===== src/hdl/lads_pkg.sv =====
package lads_pkg;

    localparam int DEPTH  = 8;
    localparam int SLOT_W = (DEPTH > 1) ? $clog2(DEPTH) : 1;
    localparam int DATA_W = 32;

    typedef enum logic [2:0] {
        ACT_PUSH_REAR  = 3'd0,
        ACT_PUSH_FRONT = 3'd1,
        ACT_POP_FRONT  = 3'd2,
        ACT_POP_REAR   = 3'd3,
        ACT_TRAVERSE   = 3'd4,
        ACT_SEARCH     = 3'd5
    } t_action;

    typedef enum logic [1:0] {
        ST_OK        = 2'd0,
        ST_OVERFLOW  = 2'd1,
        ST_UNDERFLOW = 2'd2,
        ST_NOTFOUND  = 2'd3
    } t_status;

    // array index reported modulo eight
    function automatic logic [2:0] to_slot(input logic [SLOT_W-1:0] idx);
        logic [SLOT_W+2:0] ext;
        ext = {3'b000, idx};
        return ext[2:0];
    endfunction

endpackage


===== src/hdl/linear_array_deque_with_search_core.sv =====
// Deque of signed 32-bit words held in a non-wrapping array memory with one write
// and one registered read port. A command is taken when start is high and busy is
// low; each result appears for one cycle with o_valid high and must be captured
// then, as there is no way to hold it off. Pushes, overflows and empty-store answers
// come in the cycle after the command with busy staying low, so such commands can be
// issued every cycle. A pop keeps busy high for one cycle and answers once the word
// read through the registered read port reaches the result registers. Traverse and
// search read one slot per cycle through the read port: traverse over n stored words
// gives n results on consecutive cycles after the first read. o_last marks the final
// result of each command. Actions 6 and 7 are ignored and give no result.
module linear_array_deque_with_search_core (
    input  logic                            i_clk,
    input  logic                            i_rst_n,
    input  logic                            start,
    output logic                            busy,
    input  logic [2:0]                      i_action,
    input  logic signed [lads_pkg::DATA_W-1:0] i_value,
    output logic                            o_valid,
    output logic [1:0]                      o_status,
    output logic signed [lads_pkg::DATA_W-1:0] o_data,
    output logic [2:0]                      o_slot,
    output logic                            o_last
);

    typedef enum logic {
        S_IDLE,
        S_WALK
    } t_state;

    localparam logic [lads_pkg::SLOT_W-1:0] LAST_SLOT = lads_pkg::SLOT_W'(lads_pkg::DEPTH - 1);
    localparam logic [lads_pkg::SLOT_W-1:0] ONE       = lads_pkg::SLOT_W'(1);

    logic [lads_pkg::DATA_W-1:0] mem [lads_pkg::DEPTH];

    t_state                          r_state;
    lads_pkg::t_action               r_op;
    logic [lads_pkg::SLOT_W-1:0]     r_front;
    logic [lads_pkg::SLOT_W-1:0]     r_rear;
    logic                            r_empty;
    logic [lads_pkg::SLOT_W-1:0]     r_ptr;
    logic signed [lads_pkg::DATA_W-1:0] r_value;
    logic signed [lads_pkg::DATA_W-1:0] r_rd_data;
    logic                            r_valid;
    lads_pkg::t_status               r_status;
    logic signed [lads_pkg::DATA_W-1:0] r_data;
    logic [2:0]                      r_slot;
    logic                            r_last;

    logic                            accept;
    logic                            wr_en;
    logic [lads_pkg::SLOT_W-1:0]     wr_addr;
    logic [lads_pkg::SLOT_W-1:0]     rd_addr;
    logic                            at_rear;

    assign accept  = start && (r_state == S_IDLE);
    assign at_rear = (r_ptr == r_rear);

    // write slot of a push
    always_comb begin
        wr_en   = 1'b0;
        wr_addr = '0;
        if (accept) begin
            if (i_action == lads_pkg::ACT_PUSH_REAR) begin
                wr_en   = r_empty || (r_rear != LAST_SLOT);
                wr_addr = r_empty ? '0 : r_rear + ONE;
            end else if (i_action == lads_pkg::ACT_PUSH_FRONT) begin
                wr_en   = r_empty || (r_front != '0);
                wr_addr = r_empty ? '0 : r_front - ONE;
            end
        end
    end

    always_comb begin
        if (r_state == S_WALK) begin
            rd_addr = r_ptr + ONE;
        end else if (i_action == lads_pkg::ACT_POP_REAR) begin
            rd_addr = r_rear;
        end else begin
            rd_addr = r_front;
        end
    end

    always_ff @(posedge i_clk) begin
        if (wr_en) begin
            mem[wr_addr] <= i_value;
        end
        r_rd_data <= mem[rd_addr];
    end

    always_ff @(posedge i_clk) begin
        if (!i_rst_n) begin
            r_state <= S_IDLE;
            r_front <= '0;
            r_rear  <= '0;
            r_empty <= 1'b1;
            r_valid <= 1'b0;
        end else begin
            r_valid <= 1'b0;
            unique case (r_state)
                S_IDLE: begin
                    if (start) begin
                        r_op    <= lads_pkg::t_action'(i_action);
                        r_value <= i_value;
                        r_last  <= 1'b1;
                        r_data  <= i_value;
                        r_slot  <= 3'd0;
                        unique case (i_action)
                            lads_pkg::ACT_PUSH_REAR, lads_pkg::ACT_PUSH_FRONT: begin
                                r_valid <= 1'b1;
                                if (wr_en) begin
                                    r_status <= lads_pkg::ST_OK;
                                    r_slot   <= lads_pkg::to_slot(wr_addr);
                                    r_empty  <= 1'b0;
                                    if (r_empty) begin
                                        r_front <= '0;
                                        r_rear  <= '0;
                                    end else if (i_action == lads_pkg::ACT_PUSH_REAR) begin
                                        r_rear <= wr_addr;
                                    end else begin
                                        r_front <= wr_addr;
                                    end
                                end else begin
                                    r_status <= lads_pkg::ST_OVERFLOW;
                                end
                            end
                            lads_pkg::ACT_POP_FRONT, lads_pkg::ACT_POP_REAR: begin
                                if (r_empty) begin
                                    r_valid  <= 1'b1;
                                    r_status <= lads_pkg::ST_UNDERFLOW;
                                    r_data   <= '0;
                                end else begin
                                    r_ptr   <= rd_addr;
                                    r_state <= S_WALK;
                                    if (r_front >= r_rear) begin
                                        r_front <= '0;
                                        r_rear  <= '0;
                                        r_empty <= 1'b1;
                                    end else if (i_action == lads_pkg::ACT_POP_FRONT) begin
                                        r_front <= r_front + ONE;
                                    end else begin
                                        r_rear <= r_rear - ONE;
                                    end
                                end
                            end
                            lads_pkg::ACT_TRAVERSE, lads_pkg::ACT_SEARCH: begin
                                if (r_empty) begin
                                    r_valid  <= 1'b1;
                                    r_status <= lads_pkg::ST_UNDERFLOW;
                                    if (i_action == lads_pkg::ACT_TRAVERSE) begin
                                        r_data <= '0;
                                    end
                                end else begin
                                    r_ptr   <= r_front;
                                    r_state <= S_WALK;
                                end
                            end
                            default: begin
                            end
                        endcase
                    end
                end
                S_WALK: begin
                    r_status <= lads_pkg::ST_OK;
                    unique case (r_op)
                        lads_pkg::ACT_POP_FRONT, lads_pkg::ACT_POP_REAR: begin
                            r_valid <= 1'b1;
                            r_data  <= r_rd_data;
                            r_slot  <= lads_pkg::to_slot(r_ptr);
                            r_last  <= 1'b1;
                            r_state <= S_IDLE;
                        end
                        lads_pkg::ACT_TRAVERSE: begin
                            r_valid <= 1'b1;
                            r_data  <= r_rd_data;
                            r_slot  <= lads_pkg::to_slot(r_ptr);
                            r_last  <= at_rear;
                            if (at_rear) begin
                                r_state <= S_IDLE;
                            end else begin
                                r_ptr <= r_ptr + ONE;
                            end
                        end
                        lads_pkg::ACT_SEARCH: begin
                            r_data <= r_value;
                            r_last <= 1'b1;
                            if (r_rd_data == r_value) begin
                                r_valid <= 1'b1;
                                r_slot  <= lads_pkg::to_slot(r_ptr);
                                r_state <= S_IDLE;
                            end else if (at_rear) begin
                                r_valid  <= 1'b1;
                                r_status <= lads_pkg::ST_NOTFOUND;
                                r_slot   <= 3'd0;
                                r_state  <= S_IDLE;
                            end else begin
                                r_ptr <= r_ptr + ONE;
                            end
                        end
                        default: begin
                            r_state <= S_IDLE;
                        end
                    endcase
                end
                default: begin
                    r_state <= S_IDLE;
                end
            endcase
        end
    end

    assign busy     = (r_state == S_WALK);
    assign o_valid  = r_valid;
    assign o_status = r_status;
    assign o_data   = r_data;
    assign o_slot   = r_slot;
    assign o_last   = r_last;

`ifndef SYNTHESIS
    // traverse results come on consecutive cycles
    assert property (@(posedge i_clk) disable iff (!i_rst_n)
        (o_valid && !o_last) |=> o_valid)
        else $error("traverse result gap");

    // push answers in the next cycle and leaves the block free
    assert property (@(posedge i_clk) disable iff (!i_rst_n)
        (accept && (i_action == lads_pkg::ACT_PUSH_REAR
                    || i_action == lads_pkg::ACT_PUSH_FRONT))
        |=> (o_valid && o_last && !busy))
        else $error("push transfer not answered");

    // an empty store keeps both ends at slot zero
    assert property (@(posedge i_clk) disable iff (!i_rst_n)
        r_empty |-> (r_front == '0 && r_rear == '0))
        else $error("empty store with stray ends");

    // ends stay ordered while words are held
    assert property (@(posedge i_clk) disable iff (!i_rst_n)
        !r_empty |-> (r_front <= r_rear))
        else $error("front beyond rear");

    // only the final result may carry an error status
    assert property (@(posedge i_clk) disable iff (!i_rst_n)
        (o_valid && o_status != lads_pkg::ST_OK) |-> o_last)
        else $error("error status on inner result");
`endif

endmodule

===== config.mk =====
export PLATFORM = sky130hd
export DESIGN_NAME = linear_array_deque_with_search_core
export DESIGN_NICKNAME = d
export VERILOG_FILES = /design/src/hdl/lads_pkg.sv /design/src/hdl/linear_array_deque_with_search_core.sv
export SDC_FILE = /design/constraint.sdc
export NUM_CORES = 1
export LEC_CHECK = 0
export ABC_AREA = 1
export BUFFER_PORTS_ARGS = -buffer_cell sky130_fd_sc_hd__buf_2
export CAP_MARGIN = 10
export CELL_PAD_IN_SITES_DETAIL_PLACEMENT = 1
export CELL_PAD_IN_SITES_GLOBAL_PLACEMENT = 1
export CORE_UTILIZATION = 40
export CTS_CLUSTER_SIZE = 10
export DETAILED_ROUTE_END_ITERATION = 6
export PLACE_DENSITY = 0.71
export RECOVER_POWER = 50
export SETUP_SLACK_MARGIN = 0.3
export SLEW_MARGIN = 20
export SYNTH_ARGS = -nofsm -noshare
export SYNTH_HDL_FRONTEND = slang
export SYNTH_SLANG_ARGS = --single-unit

===== constraint.sdc =====
create_clock -name i_clk -period 7.5 [get_ports i_clk]
set_input_delay 0 -clock i_clk [delete_from_list [all_inputs] [get_ports i_clk]]
set_output_delay 0 -clock i_clk [all_outputs]
set_load 0.005 [all_outputs]

==> results of run 1 <==
cells by family after synthesis:
group | count (synthesis) | share of synthesized area
XOR/XNOR | 29 | 0.0158
AO/OA/AOI/OAI | 205 | 0.0820
multiplexers | 1 | 0.000624
flip-flops | 373 | 0.673
buffers and inverters | 299 | 0.0806
AND/OR/NAND/NOR | 554 | 0.137
adder cells (fa/ha/maj) | 14 | 0.0109
final cells by class:
type                    instances  area share
diodes                          1    0.000135
repair buffers                131      0.0477
multi-input cells             803       0.219
clock inverters                 2    0.000745
flip-flops and latches        373       0.584
inverters                     239      0.0487
clock buffers                  73      0.0649
well taps                     518      0.0351
sequential cells by signal, summed over array words and instances, names as in the netlist:
register,count
mem,256
o_data,32
r_rd_data,32
r_value,32
o_slot,3
r_front,3
r_op,3
r_ptr,3
r_rear,3
o_status,2
busy,1
o_last,1
o_valid,1
r_empty,1
layer usage:
metal	vias to the layer above	global-route usage	wire length [um]
met1	5326	0.249	17500
met4	0	0.0561	769
met3	56	0.0293	1390
met2	179	0.347	20300
met5	-	0	0
li1	5135	-	-
path summary, 6_finish.rpt:
kind | startpoint | to | slack, ns | cells past startpoint
min | start | busy$_SDFF_PN0_ | 0.06 | 5
min reg2reg | mem[7][29]$_DFFE_PP_ | r_rd_data[29]$_DFF_P_ | 0.60 | 4
max reg2reg | busy$_SDFF_PN0_ | o_slot[2]$_DFFE_PP_ | 2.87 | 7
max | busy$_SDFF_PN0_ | o_slot[2]$_DFFE_PP_ | 2.87 | 7
stage by stage:
stage	instances	setup WS, ns
2_1_floorplan	1475	4.23
3_3_place_gp	2024	4.23
3_5_place_dp	2024	4.09
4_1_cts	2135	4.07
5_1_grt	2139	2.46
6_report	2140	2.87
worst reg2reg max path: stages (launching register included):
cell      delay [ns]
dfxtp_1         0.71
inv_1           0.40
nor2_4          0.17
clkbuf_1        1.83
a21oi_4         0.58
buf_4           0.46
o21ai_0         0.13
inv_1           0.11
what timing repair did:
action / 4_1_cts / 5_1_grt
hold buffers: 36 / 0
setup endpoints to repair: 0 / 0
endpoints found under the hold margin: 328 / 0
resized for setup: 0 / 0
report_power, final:
group          internal [mW]  switching, mW
Clock                   1.08          0.783
Sequential              2.33         0.0414
Combinational          0.133          0.271
Total                   3.54           1.10
cell usage in the layout, fill, tap and decap left out, drive strengths merged, types with 13 or more instances in the layout:
master         n
nand2        451
edfxtp       332
inv          240
clkbuf       131
o21ai         90
o211ai        65
nand3         50
nor2          45
dfxtp         41
buf           37
dlygate4sd3   36
a22oi         32
xnor2         28
ha            14
a21oi         13
==> impl_metrics.tcl, run 1 <==
set metrics [dict create \
    cp_max_fo 35 \
    dr.pass1.iters 5 \
    synth_nets 1527 \
    yosysWarningCount 0 \
    drc_errors 0 \
    nFillCells 4245 \
    cp-start-kind "flop" \
    routabilityCongestion 0.825 \
    path_cells "inv_1 -> nor2_4 -> clkbuf_1 -> a21oi_4 -> buf_4 -> o21ai_0 -> inv_1" \
    insertion_delay_ns 0.53 \
    crit_type "flop to flop" \
    yosysSeqAreaShare 0.673 \
    timing.fmax_ghz 0.216 \
    period_needed_ns 4.63 \
    yosysTopAreaCell "edfxtp_1" \
    fin_setup_tns_ns 0 \
    antenna_found_initial 1 \
    seqCellArea_um2 10800 \
    placed_area_um2 16900 \
    drive_gt1_frac 0.0691 \
    antenna_left 0 \
    multiInputGateArea_um2 4050 \
    dieArea_um2 40900 \
    grt_max_degree 106 \
    die-height_um 202 \
    slowest_delay_ns 1.83 \
    dp.final_hpwl_um 23800 \
    finalPower_mw 4.64 \
    cts-buffers-inserted 43 \
    routedWlPerCell_um 18.7 \
    async_reset_ff_frac 0 \
    yosys_register_bits 373 \
    rsz0062_at_grt "no" \
    synth_enable_flop_cells 332 \
    crit_arrival_ns 4.91 \
    num_rows 72 \
    synth_cells 1475 \
    io_pins 78 \
    relSlewSlack -1.55 \
    drtIter0Drc 622 \
    skew_ns 0.0165 \
    ir_worst_vdd_mv 0.125 \
    initial_core_util 0.410 \
    cts.sinks 373 \
    post-route-period-util 0.618 \
    cts_tree "yes" \
    hold_path.class "input pin to flop" \
    synthTopCellsByArea "edfxtp_1 62%, nand2_1 10%, inv_1 5.5%" \
    syn_to_final_growth_pct 15.2 \
    power_per_cell_area_nw_per_um2 251 \
    holdWs_ns 0.0597 \
    coreArea_um2 39100 \
    die_w_um 202 \
    max_cap_viol_count 3 \
    grt_first_pass_wirelength_um 62100 \
    cts_buffer_depth 3 \
    h-tree-depth 2 \
    grt_util_all_layers 0.196 \
    end_kind "flop" \
    finalHoldViolations 0 \
    post-route-util 0.473 \
    netlist_area_um2 16000 \
    portBuffers 77 \
    synth_top_area_share 0.621 \
    synth_flop_cell "edfxtp_1" \
    critPathSlowestCell "clkbuf_1" \
    path_common_cell "inv_1" \
    grt_pass1_vias 11300 \
    fin_nets 1643 \
    status "finished, violations left" \
    post_cts_buffers 0 \
    required_ns 7.77 \
    path_delay_family "buffers and inverters" \
    synth.most_common_cell "nand2_1" \
    final_area_um2 18500 \
    drv_slew 121 \
    avgSynthCellArea_um2 10.9 \
    failed_checks "max-capacitance violations, max-slew violations" \
    gr-total-overflow 0 \
    leakage_nw 7.46 \
    worst_pin_slew_ns 3.82 \
    root_buffer "clkbuf_16" \
    via_per_inst 5.00 \
    setup_viol 0 \
    yosysUniqueCellTypes 37 \
    drt_wl_total_um 39900 \
    synth_common_cells "448 x nand2_1, 332 x edfxtp_1, 236 x inv_1" \
    crit_buf_inv 4 \
    vias 10700 \
    clk_pin_slew_worst_paths_ns 0.05 \
]
Power figures use the tool's default switching activity.
==> run 2: changes to the inputs <==
clock period = 4.68 ns   (was 7.5 ns; I/O delays follow)
==> run 2 against run 1 <==
Effect of this change: the run still ends with max-capacitance violations, max-slew violations left; first-iteration DRC count decreased by 11%; non-clock buffer count grew 2; via count is 0.49% lower; critical path depth is 3 lower; sequential power up 60%; critical endpoint is now o_data[18]$_DFFE_PP_; largest cell class unchanged.
==> impl_metrics.tcl, run 2 (synthesis results as in run 1) <==
set metrics [dict create \
    seqCellArea_um2 10800 \
    multiInputGateArea_um2 4050 \
    rrSetupSlack_ns 1.02 \
    final_area_um2 18600 \
    cts.sinks 373 \
    coreArea_um2 39100 \
    io_pins 78 \
    die_w_um 202 \
    crit_arrival_ns 3.89 \
    max_cap_viol_count 3 \
    clk_pin_slew_worst_paths_ns 0.05 \
    drv_slew 101 \
    min_path_cells 3 \
    holdPathEnd "r_empty$_SDFFE_PN1P_" \
    relSlewSlack -0.459 \
    grt_pass1_vias 11300 \
    power.share.sequential 0.495 \
    ir_worst_vdd_mv 0.269 \
    die-height_um 202 \
    hold_path.class "input pin to flop" \
    combPwrFrac 0.085 \
    dp.final_hpwl_um 25200 \
    post-route-period-util 0.783 \
    clkPwrFrac 0.420 \
    antenna_found_initial 1 \
    cp-start-kind "flop" \
    rsz0062_at_grt "no" \
    dr.pass1.iters 5 \
    p_sw_mw 1.82 \
    timing.fmax_ghz 0.273 \
    initial_core_util 0.410 \
    routabilityCongestion 0.798 \
    cp_max_fo 19 \
    post_cts_buffers 0 \
    instances_no_fill 2144 \
    fin_nets 1646 \
    grt_util_all_layers 0.199 \
    finalHoldViolations 0 \
    setup_viol 0 \
    cts_buffer_depth 3 \
    power_per_cell_area_nw_per_um2 413 \
    insertion_delay_ns 0.57 \
    post-route-util 0.475 \
    placed_area_um2 16900 \
    cts-buffers-inserted 44 \
    swShare 0.237 \
    regMostFlops "mem" \
    status "finished, violations left" \
    via_per_inst 4.96 \
    drc_errors 0 \
    final_cell_mix "448 x nand2_1, 332 x edfxtp_1, 236 x inv_1" \
    vias 10600 \
    drtIter0Drc 552 \
    largest_reg_flops 256 \
    nFillCells 4267 \
    routedWlPerCell_um 18.6 \
    hold_buffers 37 \
    num_rows 72 \
    r2r-start "r_op[1]$_DFFE_PP_" \
    drt_wl_total_um 39800 \
    cts_tree "yes" \
    crit_type "flop to flop" \
    failed_checks "max-capacitance violations, max-slew violations" \
    reg2reg_depth 4 \
    dieArea_um2 40900 \
    placed_cells 2027 \
    drive_gt1_frac 0.0745 \
    skew_ns 0.0158 \
    ctsResizeCount 0 \
    end_kind "flop" \
    root_buffer "clkbuf_16" \
    reg2reg_to "o_data[18]$_DFFE_PP_" \
    grt_first_pass_wirelength_um 62700 \
    h-tree-depth 2 \
    antenna_left 0 \
    syn_to_final_growth_pct 15.8 \
    required_ns 4.91 \
    power.internal_mw 5.85 \
    leakage_nw 7.53 \
    worst_pin_slew_ns 2.19 \
    grt_max_degree 73 \
    final_common_cell "nand2_1" \
    holdWs_ns 0.322 \
    period_needed_ns 3.66 \
    fin_setup_tns_ns 0 \
    gr-total-overflow 0 \
    min_from "i_rst_n" \
    portBuffers 77 \
]
-- run 2: cell count changes in the layout (fill, tap and decap cells not counted), sizes merged --
cell / change
bufinv: +1
clkinv: +1
clkbuf: -1
dlygate4sd3: +1
inv: -1
buf: +3
-- run 2: critical path, cell delays in order, from the launching register on --
cell      delay [ns]
edfxtp_1        0.47
nor3_1          0.45
nor2_1          0.19
a21oi_1         1.68
buf_4           0.53
-- run 2: worst max path at each step --
stage / from / to / slack, ns / cells past startpoint
5_1_grt: busy$_SDFF_PN0_ / o_data[17]$_DFFE_PP_ / 0.70 / 3
6_report: r_op[1]$_DFFE_PP_ / o_data[18]$_DFFE_PP_ / 1.02 / 4
3_3_place_gp: busy$_SDFF_PN0_ / mem[2][4]$_DFFE_PP_ / 1.32 / 8
4_1_cts: busy$_SDFF_PN0_ / mem[5][17]$_DFFE_PP_ / 1.25 / 7
3_5_place_dp: busy$_SDFF_PN0_ / mem[2][5]$_DFFE_PP_ / 1.25 / 8
2_1_floorplan: r_op[1]$_DFFE_PP_ / o_slot[0]$_DFFE_PP_ / 1.41 / 5
-- run 2: power groups by stage --
stage          Combinational (mW)  Clock (mW)  Sequential [mW]
4_1_cts                     0.672        3.29             3.80
3_5_place_dp                0.642           0             3.87
6_report                    0.650        3.22             3.80
3_3_place_gp                0.619           0             3.86
5_1_grt                     0.736        3.41             3.81
2_1_floorplan               0.429           0             3.85
-- run 2: layout make-up --
| type | instances | share of cell area |
|---|---|---|
| Sequential cell | 373 | 0.581 |
| Multi-Input combinational cell | 803 | 0.218 |
| Clock buffer | 74 | 0.0687 |
| Inverter | 239 | 0.0484 |
| Timing Repair Buffer | 133 | 0.0466 |
| Tap cell | 518 | 0.0349 |
| Clock inverter | 3 | 0.00296 |
| Antenna cell | 1 | 0.000135 |
-- run 2: through the flow --
step	worst slack (ns)	power (mW)
2_1_floorplan	1.41	4.28
3_3_place_gp	1.32	4.48
3_5_place_dp	1.25	4.51
4_1_cts	1.25	7.76
5_1_grt	0.704	7.96
6_report	1.02	7.67
-- run 2: per-layer routing --
layer / wire length [um] / vias to the layer above / global-route usage
met2: 19300 / 181 / 0.335
li1: - / 5139 / -
met3: 1400 / 72 / 0.0318
met1: 17900 / 5252 / 0.257
met5: 0 / - / 0
met4: 1180 / 0 / 0.0760
==> run 3: changes to the inputs <==
PLACE_DENSITY = 0.73   (was 0.71)
clock period = 3.1 ns   (was 4.68 ns; I/O delays follow)
==> run 3 against run 2 <==
Effect of this change: the flow still finishes with violations (max-capacitance violations, max-slew violations); utilization is 0.38 points higher; flip-flop and latch count stayed put; fmax is 40% higher; largest power group unchanged.
==> impl_metrics.tcl, run 3 (synthesis results as in run 1) <==
set metrics [dict create \
    path_delay_family "simple AND/OR/NAND/NOR gates" \
    hold_buffers 37 \
    slowest_delay_ns 1.20 \
    grt_util_all_layers 0.199 \
    cp-start-kind "flop" \
    die_w_um 202 \
    die-height_um 202 \
    power_per_cell_area_nw_per_um2 609 \
    gr-total-overflow 0 \
    cp_max_fo 18 \
    swShare 0.236 \
    dp.final_hpwl_um 23300 \
    largest_reg_flops 256 \
    coreArea_um2 39100 \
    num_rows 72 \
    post-route-period-util 0.842 \
    drtIter0Drc 500 \
    crit_buf_inv 2 \
    combPwrFrac 0.086 \
    drv_slew 19 \
    syn_to_final_growth_pct 16.8 \
    fin_nets 1654 \
    vias 10900 \
    power.share.sequential 0.503 \
    relSlewSlack -0.0512 \
    insertion_delay_ns 0.55 \
    io_pins 78 \
    grt_pass1_vias 11700 \
    antenna_found_initial 1 \
    routedWlPerCell_um 18.4 \
    max_cap_viol_count 1 \
    antenna_left 0 \
    critPathSlowestCell "nor2_2" \
    cts_tree "yes" \
    setup_ws_ns 0.489 \
    post_cts_buffers 0 \
    power.internal_mw 8.72 \
    path_cells "inv_1 -> nand2_1 -> nor2_2 -> buf_4" \
    drt_wl_total_um 39700 \
    via_per_inst 5.04 \
    end_kind "flop" \
    cts_buffer_depth 3 \
    drive_gt1_frac 0.0820 \
    crit_arrival_ns 2.85 \
    setup_viol 0 \
    leakage_nw 7.60 \
    nFillCells 4267 \
    root_buffer "clkbuf_16" \
    crit_type "flop to flop" \
    h-tree-depth 2 \
    grt_first_pass_wirelength_um 62900 \
    initial_core_util 0.410 \
    worst_pin_slew_ns 1.58 \
    routabilityCongestion 0.803 \
    fin_setup_tns_ns 0 \
    cts.sinks 373 \
    finalPower_mw 11.4 \
    clk_pin_slew_worst_paths_ns 0.06 \
    status "finished, violations left" \
    ctsResizeCount 0 \
    dieArea_um2 40900 \
    cts-buffers-inserted 44 \
    rsz0062_at_grt "no" \
    period_needed_ns 2.61 \
    final_common_cell "nand2_1" \
    pre_cts_ws_ns 0.671 \
    failed_checks "max-capacitance violations, max-slew violations" \
    portBuffers 77 \
    dr.pass1.iters 4 \
    final_cell_mix "448 x nand2_1, 332 x edfxtp_1, 236 x inv_1" \
    regMostFlops "mem" \
    p_sw_mw 2.69 \
    required_ns 3.34 \
    clkPwrFrac 0.411 \
    finalHoldViolations 0 \
    ir_worst_vdd_mv 0.492 \
    skew_ns 0.0190 \
    drc_errors 0 \
    timing.fmax_ghz 0.383 \
    hold_path.class "input pin to flop" \
    grt_max_degree 94 \
]
## run 3: cell count changes in the layout (fill, tap and decap cells not counted), sizes merged
cell / delta
bufinv: -1
clkbuf: -5
buf: +12
clkinv: +3
## run 3: layout make-up
| type | count | area [um2] | area share |
|---|---|---|---|
| clock inverters | 5 | 40.0 | 0.00214 |
| well taps | 518 | 648 | 0.0346 |
| flip-flops and latches | 373 | 10800 | 0.576 |
| repair buffers | 141 | 1060 | 0.0566 |
| inverters | 239 | 900 | 0.0480 |
| multi-input cells | 803 | 4040 | 0.216 |
| clock buffers | 73 | 1250 | 0.0669 |
| diodes | 1 | 2.50 | 0.000134 |
## run 3: power by group through the flow
stage                     combinational, mW  clock [mW]  sequential, mW
final                                 0.979        4.69            5.75
after global routing                   1.11        4.99            5.76
after CTS                              1.01        4.81            5.74
after detailed placement              0.963           0            5.85
after global placement                0.922           0            5.84
after floorplan                       0.648           0            5.82
## run 3: stage by stage
step | area [um2] | cells | util | hold WS, ns
finish | 18700 | 2153 | 0.479 | 0.344
global route | 18700 | 2152 | 0.479 | 0.370
CTS | 18800 | 2152 | 0.482 | 0.246
detailed placement | 17200 | 2037 | 0.439 | 0.281
global placement | 17100 | 2035 | 0.438 | 0.268
floorplan | 16100 | 1475 | - | 0.0989
## run 3: worst paths after layout
kind,cells past startpoint,slack [ns],startpoint,end
setup reg to reg,4,0.49,busy$_SDFF_PN0_,r_value[17]$_DFFE_PP_
setup / recovery,4,0.49,busy$_SDFF_PN0_,r_value[17]$_DFFE_PP_
hold reg to reg,4,0.60,mem[7][25]$_DFFE_PP_,r_rd_data[25]$_DFF_P_
hold / removal,3,0.34,i_rst_n,r_empty$_SDFFE_PN1P_
## run 3: worst reg2reg max path, cell delays in order, from the launching register on
cell	delay (ns)
dfxtp_1	0.31
inv_1	0.21
nand2_1	0.19
nor2_2	1.20
buf_4	0.40
## run 3: per-layer routing
metal | track usage | up-vias | wire, um
met2 | 0.359 | 190 | 20200
met3 | 0.0297 | 59 | 1480
met5 | 0 | - | 0
met4 | 0.0596 | 0 | 854
li1 | - | 5153 | -
met1 | 0.245 | 5452 | 17100
